$ cat src/at_command_line_parser_assert.svh
// ----------------------------------------------------------------------------
// at_command_line_parser_assert.svh
// Assertion macros used by the command line parser read-out sequencer.
// ----------------------------------------------------------------------------
`ifndef AT_COMMAND_LINE_PARSER_ASSERT_SVH
`define AT_COMMAND_LINE_PARSER_ASSERT_SVH

`ifndef ASSERT_OFF
// checked property on clk, held off while in reset
`define ATCP_ASSERT(lbl, prop) \
    lbl: assert property (@(posedge clk) disable iff (!rst_n) (prop)) \
        else $error("atcp assertion failed");
// checked property on clk, also during reset
`define ATCP_ASSERT_ALWAYS(lbl, prop) \
    lbl: assert property (@(posedge clk) (prop)) \
        else $error("atcp assertion failed");
`else
`define ATCP_ASSERT(lbl, prop)
`define ATCP_ASSERT_ALWAYS(lbl, prop)
`endif

`endif

$ cat src/atcp_pkg.sv
// ----------------------------------------------------------------------------
// atcp_pkg
// Character codes, result codes and shared types of the command line parser.
// ----------------------------------------------------------------------------
package atcp_pkg;

    // characters of the command syntax
    localparam logic [7:0] CH_A     = 8'h41;
    localparam logic [7:0] CH_T     = 8'h54;
    localparam logic [7:0] CH_Z     = 8'h5A;
    localparam logic [7:0] CH_PLUS  = 8'h2B;
    localparam logic [7:0] CH_EQ    = 8'h3D;
    localparam logic [7:0] CH_QMARK = 8'h3F;
    localparam logic [7:0] CH_SEMI  = 8'h3B;
    localparam logic [7:0] CH_QUOTE = 8'h22;

    // reset value of the delimiter register (carriage return)
    localparam logic [7:0] DELIM_RESET = 8'h0D;

    // register byte offsets
    localparam logic [2:0] REG_DELIM = 3'd0;

    // parser states
    localparam logic [3:0] ST_START = 4'd0;
    localparam logic [3:0] ST_A     = 4'd1;
    localparam logic [3:0] ST_T     = 4'd2;
    localparam logic [3:0] ST_PLUS  = 4'd3;
    localparam logic [3:0] ST_QUERY = 4'd4;
    localparam logic [3:0] ST_EQ    = 4'd5;
    localparam logic [3:0] ST_TEST  = 4'd6;
    localparam logic [3:0] ST_SET   = 4'd7;
    localparam logic [3:0] ST_QUOTE = 4'd8;
    localparam logic [3:0] ST_SKIP  = 4'd9;

    // record types
    localparam logic [1:0] TY_NONE  = 2'd0;
    localparam logic [1:0] TY_QUERY = 2'd1;
    localparam logic [1:0] TY_TEST  = 2'd2;
    localparam logic [1:0] TY_SET   = 2'd3;

    // result kinds
    localparam logic [2:0] RK_HEADER = 3'd0;
    localparam logic [2:0] RK_NAME   = 3'd1;
    localparam logic [2:0] RK_PARAM  = 3'd2;
    localparam logic [2:0] RK_OK     = 3'd3;
    localparam logic [2:0] RK_ERROR  = 3'd4;

    // what the parser hands to the read-out sequencer for one character
    typedef struct packed {
        logic       start;    // character transfer taken this cycle
        logic       done;     // a command record finished
        logic [1:0] rtype;    // record type of the finished command
        logic       eol;      // line ends with this character
        logic       line_ok;  // character decodes back to the start state
    } rec_start_t;

endpackage

$ cat src/atcp_parse.sv
// ----------------------------------------------------------------------------
// atcp_parse
// Character decoder: parse state, buffer fill counts and the name and
// parameter buffers (synchronous memories, one read port each).
// ----------------------------------------------------------------------------
module atcp_parse #(
    parameter int NAME_CAP  = 15,
    parameter int PARAM_CAP = 31,
    parameter int NCW = $clog2(NAME_CAP + 1),
    parameter int PCW = $clog2(PARAM_CAP + 1),
    parameter int NAW = (NAME_CAP > 1) ? $clog2(NAME_CAP) : 1,
    parameter int PAW = (PARAM_CAP > 1) ? $clog2(PARAM_CAP) : 1
) (
    input  logic                    clk,
    input  logic                    rst_n,
    input  logic                    accept,
    input  logic [7:0]              byte_value,
    input  logic                    end_of_line,
    input  logic [7:0]              delimiter,
    input  logic [NAW-1:0]          name_raddr,
    input  logic [PAW-1:0]          param_raddr,
    output logic [7:0]              name_rdata,
    output logic [7:0]              param_rdata,
    output logic [NCW-1:0]          name_count,
    output logic [PCW-1:0]          param_count,
    output atcp_pkg::rec_start_t    rec
);

    logic [3:0]     pst_reg, pst_next;
    logic [NCW-1:0] ncnt_reg, ncnt_next;
    logic [PCW-1:0] pcnt_reg, pcnt_next;

    logic [7:0] name_mem [NAME_CAP];
    logic [7:0] param_mem [PARAM_CAP];
    logic [7:0] name_rd_reg;
    logic [7:0] param_rd_reg;

    logic [3:0] nxt;
    logic       put_name;
    logic       put_param;
    logic       done;
    logic [1:0] rtype;
    logic       is_letter;
    logic       is_quote;
    logic       is_end;
    logic [3:0] end_state;
    logic       name_wr;
    logic       param_wr;

    // character classes
    assign is_letter = (byte_value >= atcp_pkg::CH_A) && (byte_value <= atcp_pkg::CH_Z);
    assign is_quote  = (byte_value == atcp_pkg::CH_QUOTE);
    assign is_end    = (byte_value == atcp_pkg::CH_SEMI) || (byte_value == delimiter);
    // ';' chains the next command at '+', the delimiter goes back to start
    assign end_state = (byte_value == atcp_pkg::CH_SEMI) ? atcp_pkg::ST_T : atcp_pkg::ST_START;

    // next state decode
    always_comb
    begin
        nxt       = atcp_pkg::ST_SKIP;
        put_name  = 1'b0;
        put_param = 1'b0;
        done      = 1'b0;
        rtype     = atcp_pkg::TY_NONE;
        case (pst_reg)
            atcp_pkg::ST_START:
            begin
                nxt = (byte_value == atcp_pkg::CH_A) ? atcp_pkg::ST_A : atcp_pkg::ST_SKIP;
            end
            atcp_pkg::ST_A:
            begin
                nxt = (byte_value == atcp_pkg::CH_T) ? atcp_pkg::ST_T : atcp_pkg::ST_SKIP;
            end
            atcp_pkg::ST_T:
            begin
                nxt = (byte_value == atcp_pkg::CH_PLUS) ? atcp_pkg::ST_PLUS
                                                        : atcp_pkg::ST_SKIP;
            end
            atcp_pkg::ST_PLUS:
            begin
                if (is_letter)
                begin
                    put_name = 1'b1;
                    nxt      = atcp_pkg::ST_PLUS;
                end
                else if (byte_value == atcp_pkg::CH_EQ)
                begin
                    nxt = atcp_pkg::ST_EQ;
                end
                else if (byte_value == atcp_pkg::CH_QMARK)
                begin
                    nxt = atcp_pkg::ST_QUERY;
                end
                else if (is_end)
                begin
                    nxt  = end_state;
                    done = 1'b1;
                end
            end
            atcp_pkg::ST_QUERY:
            begin
                if (is_end)
                begin
                    nxt   = end_state;
                    done  = 1'b1;
                    rtype = atcp_pkg::TY_QUERY;
                end
            end
            atcp_pkg::ST_EQ:
            begin
                if (byte_value == atcp_pkg::CH_QMARK)
                begin
                    nxt = atcp_pkg::ST_TEST;
                end
                else
                begin
                    put_param = 1'b1;
                    nxt       = is_quote ? atcp_pkg::ST_QUOTE : atcp_pkg::ST_SET;
                end
            end
            atcp_pkg::ST_TEST:
            begin
                if (is_end)
                begin
                    nxt   = end_state;
                    done  = 1'b1;
                    rtype = atcp_pkg::TY_TEST;
                end
            end
            atcp_pkg::ST_SET:
            begin
                if (is_end)
                begin
                    nxt   = end_state;
                    done  = 1'b1;
                    rtype = atcp_pkg::TY_SET;
                end
                else
                begin
                    put_param = 1'b1;
                    nxt       = is_quote ? atcp_pkg::ST_QUOTE : atcp_pkg::ST_SET;
                end
            end
            atcp_pkg::ST_QUOTE:
            begin
                put_param = 1'b1;
                nxt       = is_quote ? atcp_pkg::ST_SET : atcp_pkg::ST_QUOTE;
            end
            default:
            begin
                nxt = atcp_pkg::ST_SKIP;
            end
        endcase
    end

    // buffer writes, full buffers drop the character
    assign name_wr  = accept && put_name && (ncnt_reg < NCW'(NAME_CAP));
    assign param_wr = accept && put_param && (pcnt_reg < PCW'(PARAM_CAP));

    // state and count update
    always_comb
    begin
        pst_next  = pst_reg;
        ncnt_next = ncnt_reg;
        pcnt_next = pcnt_reg;
        if (accept)
        begin
            pst_next = end_of_line ? atcp_pkg::ST_START : nxt;
            if (done || end_of_line)
            begin
                ncnt_next = '0;
                pcnt_next = '0;
            end
            else
            begin
                if (name_wr)
                begin
                    ncnt_next = ncnt_reg + 1'b1;
                end
                if (param_wr)
                begin
                    pcnt_next = pcnt_reg + 1'b1;
                end
            end
        end
    end

    always_ff @(posedge clk or negedge rst_n)
    begin
        if (!rst_n)
        begin
            pst_reg  <= atcp_pkg::ST_START;
            ncnt_reg <= '0;
            pcnt_reg <= '0;
        end
        else
        begin
            pst_reg  <= pst_next;
            ncnt_reg <= ncnt_next;
            pcnt_reg <= pcnt_next;
        end
    end

    // name buffer
    always_ff @(posedge clk)
    begin
        if (name_wr)
        begin
            name_mem[ncnt_reg[NAW-1:0]] <= byte_value;
        end
        name_rd_reg <= name_mem[name_raddr];
    end

    // parameter buffer
    always_ff @(posedge clk)
    begin
        if (param_wr)
        begin
            param_mem[pcnt_reg[PAW-1:0]] <= byte_value;
        end
        param_rd_reg <= param_mem[param_raddr];
    end

    assign name_rdata  = name_rd_reg;
    assign param_rdata = param_rd_reg;
    // counts before this character are the lengths of a finished record
    assign name_count  = ncnt_reg;
    assign param_count = pcnt_reg;

    assign rec.start   = accept;
    assign rec.done    = done;
    assign rec.rtype   = rtype;
    assign rec.eol     = end_of_line;
    assign rec.line_ok = (nxt == atcp_pkg::ST_START);

endmodule

$ cat src/atcp_rdout.sv
// ----------------------------------------------------------------------------
// atcp_rdout
// Read-out sequencer: header, buffered name and parameter bytes, line status,
// all through one output register.
// ----------------------------------------------------------------------------
`include "at_command_line_parser_assert.svh"

module atcp_rdout #(
    parameter int NAME_CAP  = 15,
    parameter int PARAM_CAP = 31,
    parameter int NCW = $clog2(NAME_CAP + 1),
    parameter int PCW = $clog2(PARAM_CAP + 1),
    parameter int NAW = (NAME_CAP > 1) ? $clog2(NAME_CAP) : 1,
    parameter int PAW = (PARAM_CAP > 1) ? $clog2(PARAM_CAP) : 1
) (
    input  logic                    clk,
    input  logic                    rst_n,
    input  atcp_pkg::rec_start_t    rec,
    input  logic [NCW-1:0]          name_count,
    input  logic [PCW-1:0]          param_count,
    input  logic [7:0]              name_rdata,
    input  logic [7:0]              param_rdata,
    output logic [NAW-1:0]          name_raddr,
    output logic [PAW-1:0]          param_raddr,
    output logic                    idle,
    output logic                    out_valid,
    input  logic                    out_ready,
    output logic [2:0]              out_kind,
    output logic [1:0]              out_type,
    output logic [3:0]              out_nlen,
    output logic [4:0]              out_plen,
    output logic [7:0]              out_char,
    output logic                    out_last
);

    localparam int IW = (NCW > PCW) ? NCW : PCW;

    // read-out phases
    localparam logic [2:0] PH_IDLE = 3'd0;
    localparam logic [2:0] PH_HDR  = 3'd1;
    localparam logic [2:0] PH_NRD  = 3'd2;
    localparam logic [2:0] PH_NEM  = 3'd3;
    localparam logic [2:0] PH_PRD  = 3'd4;
    localparam logic [2:0] PH_PEM  = 3'd5;
    localparam logic [2:0] PH_STAT = 3'd6;

    logic [2:0]     phase_reg, phase_next;
    logic [IW-1:0]  idx_reg, idx_next;
    logic [NCW-1:0] nl_reg, nl_next;
    logic [PCW-1:0] pl_reg, pl_next;
    logic [1:0]     type_reg, type_next;
    logic           eol_reg, eol_next;
    logic           ok_reg, ok_next;

    logic           ov_reg, ov_next;
    logic [2:0]     okind_reg, okind_next;
    logic [1:0]     otype_reg, otype_next;
    logic [3:0]     onl_reg, onl_next;
    logic [4:0]     opl_reg, opl_next;
    logic [7:0]     ochar_reg, ochar_next;
    logic           olast_reg, olast_next;

    logic           out_free;
    logic           load;
    logic [IW:0]    idx_p1;
    logic [IW:0]    nl_ext;
    logic [IW:0]    pl_ext;
    logic           last_n;
    logic           last_p;
    logic [2:0]     after_param;
    logic [2:0]     after_name;
    logic [2:0]     after_hdr;
    logic [NCW+3:0] nl_wide;
    logic [PCW+4:0] pl_wide;

    assign out_free = !ov_reg || out_ready;
    assign idx_p1   = {1'b0, idx_reg} + 1'b1;
    assign nl_ext   = (IW + 1)'(nl_reg);
    assign pl_ext   = (IW + 1)'(pl_reg);
    assign last_n   = (idx_p1 == nl_ext);
    assign last_p   = (idx_p1 == pl_ext);
    assign nl_wide  = (NCW + 4)'(nl_reg);
    assign pl_wide  = (PCW + 5)'(pl_reg);

    // where each part of the record hands over
    assign after_param = eol_reg ? PH_STAT : PH_IDLE;
    assign after_name  = (pl_reg != '0) ? PH_PRD : after_param;
    assign after_hdr   = (nl_reg != '0) ? PH_NRD : after_name;

    // sequencer
    always_comb
    begin
        phase_next = phase_reg;
        idx_next   = idx_reg;
        nl_next    = nl_reg;
        pl_next    = pl_reg;
        type_next  = type_reg;
        eol_next   = eol_reg;
        ok_next    = ok_reg;
        load       = 1'b0;
        okind_next = okind_reg;
        otype_next = otype_reg;
        onl_next   = onl_reg;
        opl_next   = opl_reg;
        ochar_next = ochar_reg;
        olast_next = olast_reg;
        case (phase_reg)
            PH_IDLE:
            begin
                if (rec.start)
                begin
                    nl_next   = name_count;
                    pl_next   = param_count;
                    type_next = rec.rtype;
                    eol_next  = rec.eol;
                    ok_next   = rec.line_ok;
                    idx_next  = '0;
                    if (rec.done)
                    begin
                        phase_next = PH_HDR;
                    end
                    else if (rec.eol)
                    begin
                        phase_next = PH_STAT;
                    end
                end
            end
            PH_HDR:
            begin
                if (out_free)
                begin
                    load       = 1'b1;
                    okind_next = atcp_pkg::RK_HEADER;
                    otype_next = type_reg;
                    onl_next   = nl_wide[3:0];
                    opl_next   = pl_wide[4:0];
                    ochar_next = 8'd0;
                    olast_next = (nl_reg == '0) && (pl_reg == '0) && !eol_reg;
                    phase_next = after_hdr;
                end
            end
            PH_NRD:
            begin
                // buffer read is in flight
                phase_next = PH_NEM;
            end
            PH_NEM:
            begin
                if (out_free)
                begin
                    load       = 1'b1;
                    okind_next = atcp_pkg::RK_NAME;
                    otype_next = atcp_pkg::TY_NONE;
                    onl_next   = 4'd0;
                    opl_next   = 5'd0;
                    ochar_next = name_rdata;
                    olast_next = last_n && (pl_reg == '0) && !eol_reg;
                    if (last_n)
                    begin
                        idx_next   = '0;
                        phase_next = after_name;
                    end
                    else
                    begin
                        idx_next   = idx_p1[IW-1:0];
                        phase_next = PH_NRD;
                    end
                end
            end
            PH_PRD:
            begin
                phase_next = PH_PEM;
            end
            PH_PEM:
            begin
                if (out_free)
                begin
                    load       = 1'b1;
                    okind_next = atcp_pkg::RK_PARAM;
                    otype_next = atcp_pkg::TY_NONE;
                    onl_next   = 4'd0;
                    opl_next   = 5'd0;
                    ochar_next = param_rdata;
                    olast_next = last_p && !eol_reg;
                    if (last_p)
                    begin
                        idx_next   = '0;
                        phase_next = after_param;
                    end
                    else
                    begin
                        idx_next   = idx_p1[IW-1:0];
                        phase_next = PH_PRD;
                    end
                end
            end
            PH_STAT:
            begin
                if (out_free)
                begin
                    load       = 1'b1;
                    okind_next = ok_reg ? atcp_pkg::RK_OK : atcp_pkg::RK_ERROR;
                    otype_next = atcp_pkg::TY_NONE;
                    onl_next   = 4'd0;
                    opl_next   = 5'd0;
                    ochar_next = 8'd0;
                    olast_next = 1'b1;
                    phase_next = PH_IDLE;
                end
            end
            default:
            begin
                phase_next = PH_IDLE;
            end
        endcase
    end

    // output register valid
    always_comb
    begin
        if (load)
        begin
            ov_next = 1'b1;
        end
        else if (out_ready)
        begin
            ov_next = 1'b0;
        end
        else
        begin
            ov_next = ov_reg;
        end
    end

    // control registers
    always_ff @(posedge clk or negedge rst_n)
    begin
        if (!rst_n)
        begin
            phase_reg <= PH_IDLE;
            idx_reg   <= '0;
            ov_reg    <= 1'b0;
        end
        else
        begin
            phase_reg <= phase_next;
            idx_reg   <= idx_next;
            ov_reg    <= ov_next;
        end
    end

    // record snapshot and output payload
    always_ff @(posedge clk)
    begin
        nl_reg    <= nl_next;
        pl_reg    <= pl_next;
        type_reg  <= type_next;
        eol_reg   <= eol_next;
        ok_reg    <= ok_next;
        okind_reg <= okind_next;
        otype_reg <= otype_next;
        onl_reg   <= onl_next;
        opl_reg   <= opl_next;
        ochar_reg <= ochar_next;
        olast_reg <= olast_next;
    end

    assign name_raddr  = idx_reg[NAW-1:0];
    assign param_raddr = idx_reg[PAW-1:0];
    assign idle        = (phase_reg == PH_IDLE);
    assign out_valid   = ov_reg;
    assign out_kind    = okind_reg;
    assign out_type    = otype_reg;
    assign out_nlen    = onl_reg;
    assign out_plen    = opl_reg;
    assign out_char    = ochar_reg;
    assign out_last    = olast_reg;

    // byte indexes stay inside the stored lengths
    `ATCP_ASSERT(a_name_idx, (phase_reg == PH_NEM) |-> (idx_p1 <= nl_ext))
    `ATCP_ASSERT(a_param_idx, (phase_reg == PH_PEM) |-> (idx_p1 <= pl_ext))
    // a finished command always starts with its header
    `ATCP_ASSERT(a_hdr_first, (rec.start && rec.done) |=> (phase_reg == PH_HDR))
    // a line status closes the run
    `ATCP_ASSERT(a_stat_last,
        (ov_reg && (okind_reg == atcp_pkg::RK_OK || okind_reg == atcp_pkg::RK_ERROR))
            |-> olast_reg)
    // out of reset the output register is empty
    `ATCP_ASSERT_ALWAYS(a_rst_empty, !rst_n |=> !ov_reg)

endmodule

$ cat src/at_command_line_parser.sv
// ----------------------------------------------------------------------------
// at_command_line_parser
// AT command line parser: one character per transfer in, command records
// (header, name bytes, parameter bytes) and a line status out.
//
// channel   direction  handshake           payload
// s_*       in         s_tvalid/s_tready   tdata byte_value, tlast end_of_line
// m_*       out        m_tvalid/m_tready   tuser result_kind, tdata record fields,
//                                          tlast last_of_run
// apb       in/out     psel/penable        delimiter at byte offset 0
//
// A character with no finished command and no line end starts no read-out.
// A finished command reads out its header, then each stored name and
// parameter byte, each through a buffer read step and an output load step.
// The line status follows at a line end. Input is held off during read-out.
// Output stalls hold the sequencer; the last result of a run may still wait
// in the output register while the next character is taken.
// Reset clears parse state, counts, output valid and the delimiter (to 13);
// the buffers need no clearing.
// ----------------------------------------------------------------------------
module at_command_line_parser #(
    parameter int NAME_CAP  = 15,
    parameter int PARAM_CAP = 31
) (
    input  logic        clk,
    input  logic        rst_n,
    // character stream
    input  logic        s_tvalid,
    output logic        s_tready,
    input  logic [7:0]  s_tdata,   // [7:0] byte_value
    input  logic        s_tlast,
    // result stream
    output logic        m_tvalid,
    input  logic        m_tready,
    output logic [23:0] m_tdata,   // [1:0] record_type, [5:2] name_length,
                                   // [10:6] param_length, [18:11] char_out, rest 0
    output logic [2:0]  m_tuser,   // [2:0] result_kind
    output logic        m_tlast,
    // configuration
    input  logic        psel,
    input  logic        penable,
    input  logic        pwrite,
    input  logic [2:0]  paddr,
    input  logic [31:0] pwdata,
    output logic [31:0] prdata,
    output logic        pready
);

    localparam int NCW = $clog2(NAME_CAP + 1);
    localparam int PCW = $clog2(PARAM_CAP + 1);
    localparam int NAW = (NAME_CAP > 1) ? $clog2(NAME_CAP) : 1;
    localparam int PAW = (PARAM_CAP > 1) ? $clog2(PARAM_CAP) : 1;

    logic [7:0]           delim_reg, delim_next;
    logic                 accept;
    logic                 idle;
    atcp_pkg::rec_start_t rec;
    logic [NCW-1:0]       name_count;
    logic [PCW-1:0]       param_count;
    logic [7:0]           name_rdata;
    logic [7:0]           param_rdata;
    logic [NAW-1:0]       name_raddr;
    logic [PAW-1:0]       param_raddr;
    logic [1:0]           out_type;
    logic [3:0]           out_nlen;
    logic [4:0]           out_plen;
    logic [7:0]           out_char;
    logic                 reg_sel;

    // configuration register, byte offset within the word is ignored
    assign pready  = 1'b1;
    assign reg_sel = (paddr[2] == atcp_pkg::REG_DELIM[2]);
    assign delim_next = (psel && penable && pwrite && reg_sel) ? pwdata[7:0] : delim_reg;
    assign prdata  = reg_sel ? {24'd0, delim_reg} : 32'd0;

    always_ff @(posedge clk or negedge rst_n)
    begin
        if (!rst_n)
        begin
            delim_reg <= atcp_pkg::DELIM_RESET;
        end
        else
        begin
            delim_reg <= delim_next;
        end
    end

    // character transfer
    assign s_tready = idle;
    assign accept   = s_tvalid && idle;

    atcp_parse #(
        .NAME_CAP  (NAME_CAP),
        .PARAM_CAP (PARAM_CAP),
        .NCW       (NCW),
        .PCW       (PCW),
        .NAW       (NAW),
        .PAW       (PAW)
    ) u_parse (
        .clk         (clk),
        .rst_n       (rst_n),
        .accept      (accept),
        .byte_value  (s_tdata),
        .end_of_line (s_tlast),
        .delimiter   (delim_reg),
        .name_raddr  (name_raddr),
        .param_raddr (param_raddr),
        .name_rdata  (name_rdata),
        .param_rdata (param_rdata),
        .name_count  (name_count),
        .param_count (param_count),
        .rec         (rec)
    );

    atcp_rdout #(
        .NAME_CAP  (NAME_CAP),
        .PARAM_CAP (PARAM_CAP),
        .NCW       (NCW),
        .PCW       (PCW),
        .NAW       (NAW),
        .PAW       (PAW)
    ) u_rdout (
        .clk         (clk),
        .rst_n       (rst_n),
        .rec         (rec),
        .name_count  (name_count),
        .param_count (param_count),
        .name_rdata  (name_rdata),
        .param_rdata (param_rdata),
        .name_raddr  (name_raddr),
        .param_raddr (param_raddr),
        .idle        (idle),
        .out_valid   (m_tvalid),
        .out_ready   (m_tready),
        .out_kind    (m_tuser),
        .out_type    (out_type),
        .out_nlen    (out_nlen),
        .out_plen    (out_plen),
        .out_char    (out_char),
        .out_last    (m_tlast)
    );

    // result payload packing
    assign m_tdata = {5'd0, out_char, out_plen, out_nlen, out_type};

endmodule
$ cat config.mk
export PLATFORM = sky130hd
export DESIGN_NAME = at_command_line_parser
export DESIGN_NICKNAME = d
export VERILOG_FILES = /design/src/atcp_pkg.sv /design/src/atcp_parse.sv /design/src/atcp_rdout.sv /design/src/at_command_line_parser.sv
export VERILOG_INCLUDE_DIRS = /design/src /design/src/src
export SDC_FILE = /design/constraint.sdc
export NUM_CORES = 1
export LEC_CHECK = 0
export ABC_AREA = 1
export BUFFER_PORTS_ARGS = -buffer_cell sky130_fd_sc_hd__buf_2
export CAP_MARGIN = 20
export CORE_UTILIZATION = 55
export DETAILED_ROUTE_END_ITERATION = 8
export GPL_ROUTABILITY_DRIVEN = 1
export PLACE_DENSITY = 0.76
export SLEW_MARGIN = 10
export SYNTH_ARGS = -nofsm -noshare
export SYNTH_HDL_FRONTEND = slang
export SYNTH_SLANG_ARGS = --single-unit
$ cat constraint.sdc
create_clock -name clk -period 2 [get_ports clk]
set_input_delay 0.3 -clock clk [delete_from_list [all_inputs] [get_ports clk]]
set_output_delay 0.3 -clock clk [all_outputs]
set_load 0.005 [all_outputs]
* Yosys cells after proc, flatten, opt, wreduce, memory -nomap -nowiden
Memory sizes are Yosys's and may differ from the RTL's. A register that Yosys moved wholly into a read port is not among the register bits.
Cells that the tools add are included.
** Cells by class
- Add/subtract/negate cells :: 3
- Magnitude comparators :: 4
- Equality and inequality tests :: 32
- Multiplexer cells :: 83
- Bitwise gates (word level) :: 1
- Reductions and logical operators :: 46
** Operator list (count)
- two-way mux 4 bit :: 16
- two-way mux 3 bit :: 16
- two-way mux 5 bit :: 9
- equality test 8 x 6 -> 1 bit (second input constant) :: 5
- two-way mux 8 bit :: 4
- one-hot mux 4 bit (8 select lines) :: 1
- one-hot mux 8 bit (3 select lines) :: 1
- two-way mux 1 bit :: 21
- one-hot mux 3 bit (7 select lines) :: 1
- equality test 4 x 3 -> 1 bit (second input constant) :: 4
- equality test 8 x 7 -> 1 bit (second input constant) :: 2
- one-hot mux 5 bit (3 select lines) :: 1
- logical AND 1 bit :: 14
- != test 2 x 1 -> 1 bit (second input constant) :: 7
- logical NOT 4 bit :: 3
- one-hot mux 3 bit (4 select lines) :: 1
- two-way mux 2 bit :: 5
- one-hot mux 5 bit (2 select lines) :: 1
- equality test 3 bit (second input constant) :: 3
- equality test 4 x 2 -> 1 bit (second input constant) :: 2
- equality test 8 bit :: 1
- greater-or-equal comparator 8 x 7 -> 1 bit (second input constant) :: 1
- less-or-equal comparator 8 x 7 -> 1 bit (second input constant) :: 1
- one-hot mux 4 bit (2 select lines) :: 1
- 34 further kinds :: 48
** Word-level totals
- Register bits after elaboration :: 66
- Memory bits (writable) :: 368
- Input port bits :: 51
- Output and inout bits :: 63
- Word-level logic and storage cells :: 189
- Memories :: 2
** Memory list
- u_parse.param_mem :: words 31, width 8, read ports 1, clocked after memory_dff 1, wr ports 1, line atcp_parse.sv:34 : logic [7:0] param_mem [PARAM_CAP];
- u_parse.name_mem :: words 15, width 8, read ports 1, clocked after memory_dff 1, wr ports 1, line atcp_parse.sv:33 : logic [7:0] name_mem [NAME_CAP];

* Depth between registers and ports, before layout
Gate-level depths: netlist of the first run.
- Depth in word-level cells :: 10
- Depth in mapped cells :: 14
- Mapped depth without buffers :: 13

* Hierarchy
A second synthesis of the first run with hierarchy kept.
** Second synthesis, totals
- Cell total of the unflattened synthesis :: 1714
- Area total of the unflattened synthesis :: 19309.8 um2
** Modules (own cells, without submodules)
- atcp_parse :: instances 1, cells an instance 1383, area an instance 16400.7 um2, sequential area each 11696.2 um2
- atcp_rdout :: instances 1, cells an instance 243, area an instance 2250.9 um2, sequential area each 1306.3 um2
- at_command_line_parser :: instances 1, cells an instance 88, area an instance 658.1 um2, sequential area each 203.9 um2

* Worst setup path before layout of the first run
No wires, ideal clock.
- Path type :: register to register
- Start :: reg u_rdout.phase_reg[1]
- End :: mem u_parse.param_mem[28][0] (enable)
- Library setup time :: 0.370 ns
- Arrival :: 1.690 ns
- Data required time :: 1.630 ns
- Path slack :: -0.060 ns
- Stages on the path, launching flop included :: 10
- Buffers on the path :: 0
- Clock period less this slack :: 2.060 ns
- Path through :: dfrtp_1 > nor2_2 > inv_2 > nor2_4 > nand2_4 > a21oi_4 > nand2_4 > inv_4 > nand2_4 > nor2_1
** On the way
- Word-level cells in the longest chain between the ends :: 6
** RTL lines
- start: declaration :: line atcp_rdout.sv:47 : logic [2:0] phase_reg, phase_next;
- start signal: assignment :: line atcp_rdout.sv:246 : phase_reg <= phase_next;
- logical NOT 3 bit :: line atcp_rdout.sv:270 : assign idle = (phase_reg == PH_IDLE);
- via s_tready :: line at_command_line_parser.sv:29 : output logic s_tready,
- logical AND 1 bit :: line at_command_line_parser.sv:90 : assign accept = s_tvalid && idle;
- logical AND 1 bit (2 in a row) :: line atcp_parse.sv:158 : assign param_wr = accept && put_param && (pcnt_reg < PCW'(PARAM_CAP));
- two-way mux 1 bit :: line atcp_parse.sv:217 : if (param_wr)
- two-way mux 1 bit (implied by the code) :: line atcp_parse.sv:219 : param_mem[pcnt_reg[PAW-1:0]] <= byte_value;
- end: declaration :: line atcp_parse.sv:34
The timed path passes the listed nets, and every way through them passes these cells.

==> summary.txt, run 1 <==
Status
  • Result of the run: finished with violations
  • Failing checks: negative setup slack

STA
  • Worst-Margin Slew: 795 ps
  • Unrepaired setup endpoints after global routing: true
  • # setup viols final: 1
  • Max Transition Viols Final: 0
  • Crit share post-route: 102%
  • Final hold slack: 13.2 ps
  • Final WS setup: -36.0 ps
  • Setup TNS: -36.0 ps
  • Crit path time final: 2040 ps
  • Maximum clock frequency: 491 MHz
  • Relative slew slack: 47.0%
  • Fin. Hold Viols: 0
  • Clock skew: 10.9 ps

Critical path
  • CP endpoint kind: flop
  • Worst Path Required: 2420 ps
  • CP Class: flop to flop
  • Most frequent CP cell: o21ai_0
  • Worst path max stage delay: 540 ps
  • CP Launch Type: flop
  • Reg2reg start: u_rdout.param_raddr[0]
  • Critical-path maximum fanout: 54
  • Worst path slowest cell: dfrtp_4
  • CP Launch Point: u_rdout.param_raddr[0]
  • Arrival @ worst endpoint: 2460 ps
  • Worst-path cell chain: buf_12, buf_4, clkbuf_16, o21ai_0, nand3_1, o21ai_0

Synth
  • Sequential share of the synthesized area: 69.3%
  • FFs w/ async S/R, synth: 6.67%
  • #FFs+latches synth: 450
  • Syn avg cell area: 11.3 um2
  • Count of warnings emitted by yosys: 0
  • Cells after synthesis: 1681
  • Synth area leader: edfxtp_1
  • Yosys cell types: 43
  • Synth top area share: 63.6%
  • EDFF count, synth: 404
  • Leading post-synthesis cells by cell area: edfxtp_1 64%, nand2_1 6.4%, nor2_1 4.6%, dfrtp_1 3.5%, o21ai_0 3.1%
  • Synthesized cell area: 0.0191 mm2
  • Synth Flop Type: edfxtp_1

Placement
  • Buffers on Ports: 57
  • Inst Count DP: 2235
  • DP Area: 0.0205 mm2
  • GP Congestion: 0.911
  • Post-DP HPWL: 31.1 mm

Die
  • Row cnt: 67
  • Die W: 188 um
  • Initial core utilization: 56.4%
  • Die Y: 188 um
  • I/O pin count: 114
  • Die area: 0.0354 mm2
  • Core box area: 0.0338 mm2

CTS
  • Clock H-tree levels: 2
  • Clk_lat worst skew: 540 ps
  • Clock tree buffer depth: 3
  • CTS tree: built
  • Clock root buffer: clkbuf_16
  • CTS sink cnt: 450
  • Reg clk slew, reported paths: 60 ps
  • CTS buffer count: 46

Power
  • Pleak: 8.61 nW
  • Cell Pwr Density: 1170 mW/mm2
  • Worst IR Drop VDD: 0.683 mV

GRT
  • Largest net degree at the start of global routing: 110
  • GRT Overall Usage: 28.1%
  • Initial antenna violation count: 4
  • Congestion Overflow GR: 0
  • First-pass GRT wire length: 75.7 mm
  • Vias in the first global route: 13400

Routing
  • Vias per inst: 5.94
  • DRT antenna net count: 0
  • Routed wire length: 50.5 mm
  • Drt wl/cell: 21.6 um
  • Drt pass-1 iters: 6
  • 1st-iter DRT viols: 1869
  • Vias: 13900
  • Remaining DRCs: 0

Finish
  • Final core occ: 67.3%
  • Most common cell after layout, fill and taps aside: edfxtp_1
  • Nets@finish: 1913
  • Fin area: 0.0227 mm2
  • Area delta synth->final: 19.3%
  • Share of layout cells above drive strength 1: 20.0%
  • Layout Cells excl Fill: 2339
  • Filler Cell Count: 2331
  • Most frequent cells in the layout: 404 x edfxtp_1, 318 x nand2_1, 185 x nor2_1, 114 x o21ai_0, 112 x buf_4
  • Max FFs per register: 248

Worst hold path
  • Hold_sp: pwdata[5]
  • Hold WC Path Type: primary input to flop

Run
  • Max-Cap Viols: 0
power by group:
| group | switching [mW] | leakage [nW] | total [mW] | internal [mW] |
|---|---|---|---|---|
| registers | 0.283 | 4.16 | 11.3 | 11.1 |
| logic | 4.49 | 3.76 | 6.91 | 2.42 |
| clock network | 3.49 | 0.698 | 8.40 | 4.91 |
| total | 8.26 | 8.61 | 26.6 | 18.4 |
Yosys cell counts (11+ instances only):
cell and count:
o21ai_0 118, buf_4 35, o22ai_1 53, o21ai_1 11, dfrtp_1 27, dfxtp_1 16, inv_2 11, inv_1 90
nand3_1 105, clkbuf_1 23, nor2_1 234, nand4_1 19, edfxtp_1 404, buf_2 41, a21oi_1 66, mux2i_1 13
nand2_1 326
worst paths after layout:
kind | cells after the start | slack (ps) | end
worst max register to register | 6 | -40 | u_parse.name_rdata[5]
worst min-delay path | 3 | 10 | delim_reg[5]
min in group asynchronous | 2 | 390 | u_rdout.out_valid
worst min register to register | 2 | 490 | delim_reg[2]
max in group asynchronous | 2 | 1020 | u_rdout.param_raddr[0]
worst max-delay path | 6 | -40 | u_parse.name_rdata[5]
repair_timing:
item	4_1_cts	5_1_grt
pin swaps	5	22
hold endpoints to repair	31	0
gates resized for setup	78	57
endpoints found under the setup margin	369	406
setup buffers	1	9
hold buffers	5	0
gates cloned	0	3
per-layer routing:
layer / share of wire [%] / track usage [%] / up-vias
met3: 9.5 / 3.61 / 126
met1: 38 / 38.2 / 6717
li1: - / - / 6170
met2: 49 / 46.3 / 876
met5: 0 / 0 / -
met4: 3.2 / 11.1 / 0
metrics by stage:
step           power, mW  worst slack [ps]
2_1_floorplan       15.1             -60.4
5_1_grt             27.7             -96.0
3_3_place_gp        17.4              -243
6_report            26.6             -36.0
4_1_cts             26.0              2.21
3_5_place_dp        17.6              -418
area by class of cell:
class	instances	area (um2)	share of cell area, %
Antenna cell	1	2.50	0.0110
Inverter	103	405	1.78
Clock inverter	21	226	0.996
Multi-Input combinational cell	1054	5450	24.0
Clock buffer	64	1250	5.50
Timing Repair Buffer	198	1630	7.16
Tap cell	448	561	2.47
Sequential cell	450	13200	58.1
kinds of logic after synthesis:
kind of cell	Yosys count	synth area share (%)
buf+inv	205	5.01
simple gates	723	16.1
compound gates	269	7.84
other cells	2	0.0394
flops	450	69.3
xor+xnor	10	0.459
mux	13	0.682
fa+ha+maj	9	0.591
critical path: cells and delay by family, from the launching register on:
| kind | cells | cell delay, ps |
|---|---|---|
| and+or+nand+nor | 1 | 160 |
| buffers and inverters | 3 | 540 |
| DFF | 1 | 540 |
| AOI/OAI and AO/OA | 2 | 660 |
(Power assumes the default switching activity.)
==> inputs of run 2 (changes only) <==
- CORE_ASPECT_RATIO: not set -> 1.25
- CORE_UTILIZATION: 55 -> 65
- PLACE_DENSITY: 0.76 -> 0.84
- clock period: 2 -> 2.4 ns (I/O delays scaled with it)
==> run 2 against run 1 <==
The flow now finishes without violations. Non-clock buffer count is 66 lower. First-iteration DRC count is 20% lower. Fmax is 14% lower. Worst setup slack better by 55 ps. Combinational power is 32% lower. Power is 22% lower. Via count is 4.3% lower. Wire length is 9.8% lower. Sequential share of layout area is 3.5 points higher. Final cell count is 5.8% lower. Critical endpoint is now u_parse.param_mem[0][2]. Largest cell class unchanged.
==> summary.txt, run 2 (same netlist as run 1, synthesis figures left out) <==
Finish
  • Final core occ: 74.8%
  • Most common cell after layout, fill and taps aside: edfxtp_1
  • Filler Cell Count: 1747
  • Max FFs per register: 248
  • Nets@finish: 1841
  • Most frequent cells in the layout: 404 x edfxtp_1, 326 x nand2_1, 213 x nor2_1, 118 x o21ai_0, 105 x nand3_1
  • Layout Cells excl Fill: 2203
  • Fin area: 0.0214 mm2
  • Share of layout cells above drive strength 1: 14.3%
  • Area delta synth->final: 12.4%

STA
  • Relative slew slack: 24.6%
  • Crit share post-route: 99.2%
  • Max Transition Viols Final: 0
  • # setup viols final: 0
  • Unrepaired setup endpoints after global routing: true
  • Fin. Hold Viols: 0
  • Clock skew: 18.1 ps
  • Crit path time final: 2380 ps
  • Maximum clock frequency: 420 MHz
  • Worst-Margin Slew: 1120 ps

Die
  • Die W: 155 um
  • I/O pin count: 114
  • Die area: 0.0300 mm2
  • Row cnt: 69
  • Die Y: 193 um
  • Core box area: 0.0287 mm2
  • Initial core utilization: 66.5%

Critical path
  • Reg2reg start: u_parse.pst_reg[3]
  • Worst Path Required: 2560 ps
  • CP Class: flop to flop
  • Critical-path maximum fanout: 8
  • CP endpoint kind: flop
  • End of the worst register-to-register path: u_parse.param_mem[0][2]
  • Arrival @ worst endpoint: 2540 ps
  • R2R setup slack: 20 ps
  • CP Launch Type: flop
  • Reg2Reg Depth: 9

Routing
  • DRT antenna net count: 0
  • Routed wire length: 45.6 mm
  • Drt wl/cell: 20.7 um
  • Vias: 13300
  • Vias per inst: 6.03
  • Drt pass-1 iters: 6
  • Remaining DRCs: 0
  • 1st-iter DRT viols: 1493

Run
  • Max-Cap Viols: 0

GRT
  • GRT Overall Usage: 31.2%
  • First-pass GRT wire length: 70.4 mm
  • Largest net degree at the start of global routing: 86
  • Vias in the first global route: 13000
  • Initial antenna violation count: 2
  • Congestion Overflow GR: 0

Placement
  • Inst Count DP: 2128
  • Buffers on Ports: 57
  • Post-DP HPWL: 28.5 mm
  • GP Congestion: 0.961
  • DP Area: 0.0200 mm2

Power
  • Cell Pwr Density: 973 mW/mm2
  • Worst IR Drop VDD: 0.749 mV
  • Total power: 20.9 mW
  • Pleak: 8.18 nW

CTS
  • CTS tree: built
  • Clock root buffer: clkbuf_16
  • CTS sink cnt: 450
  • Reg clk slew, reported paths: 60 ps
  • Clock tree buffer depth: 3
  • CTS buffer count: 40
  • Clock H-tree levels: 2
  • Clk_lat worst skew: 540 ps

Worst hold path
  • Hold_sp: s_tlast
  • Worst Hold Path EP: u_rdout.eol_reg
  • Hold path cells: 1
  • Hold WC Path Type: primary input to flop

Status
  • Result of the run: finished clean
-- run 2: cell count changes in the layout (fill, tap and decap cells not counted), moves of 8 or more --
cell	previous run	this run
nand2_1	318	326
buf_4	112	68
nor2_1	185	213
nor2_4	38	2
clkbuf_16	50	41
nor2_2	19	27
-- run 2: power by group --
group / leakage, nW / switching [mW] / internal [mW] / total [mW]
Combinational: 3.36 / 3.21 / 1.50 / 4.71
Clock: 0.660 / 2.80 / 3.81 / 6.61
Sequential: 4.16 / 0.329 / 9.21 / 9.54
Total: 8.18 / 6.34 / 14.5 / 20.9
-- run 2: final cells by class --
type	instances	area (um2)	area share, %
flip-flops and latches	450	13200	61.6
diodes	1	2.50	0.0117
repair buffers	132	926	4.32
clock buffers	53	1100	5.14
multi-input cells	1054	5060	23.6
well taps	390	488	2.28
inverters	103	392	1.83
clock inverters	20	255	1.19
-- run 2: worst max-delay path, cell delays in order, from the launching register on --
cell and delay, ps:
dfrtp_1 390, inv_1 80, nand2_1 100, nor2_1 210, o21ai_1 160, nand3_4 170
nand2_4 70, inv_4 90, nand2_4 140, nor2_1 600
-- run 2: metrics by stage --
stage / TNS (ps) / hold WS [ps] / setup slack, ps
2_1_floorplan: 0 / 64.4 / 340
5_1_grt: -3470 / 19.4 / -96.1
6_report: 0 / 29.5 / 19.2
4_1_cts: 0 / 22.3 / 17.8
3_5_place_dp: -2030 / 461 / -59.4
3_3_place_gp: 0 / 458 / 26.3
-- run 2: metal layers --
layer | global-route usage (%) | part of all wire (%) | vias up
li1 | - | - | 5999
met1 | 38.9 | 35 | 6310
met2 | 52.6 | 51 | 819
met3 | 4.53 | 8.8 | 164
met4 | 17.6 | 5.4 | 0
met5 | 0 | 0 | -
-- run 2: timing repair --
action,in CTS,in global routing
endpoints found under the setup margin,0,240
resized for setup,0,22
hold buffers,1,0
buffers inserted,0,0
hold endpoints to repair,27,0
-- run 2: worst max path at each step --
stage	depth (start not counted)	to	from
2_1_floorplan	9	u_parse.param_mem[28][0]	u_rdout.phase_reg[1]
3_3_place_gp	11	u_parse.param_mem[2][5]	s_tdata[7]
3_5_place_dp	11	u_parse.param_mem[0][7]	s_tdata[7]
4_1_cts	9	u_parse.param_mem[0][2]	u_parse.pst_reg[3]
5_1_grt	9	u_parse.param_mem[0][2]	u_parse.pst_reg[3]
6_report	9	u_parse.param_mem[0][2]	u_parse.pst_reg[3]
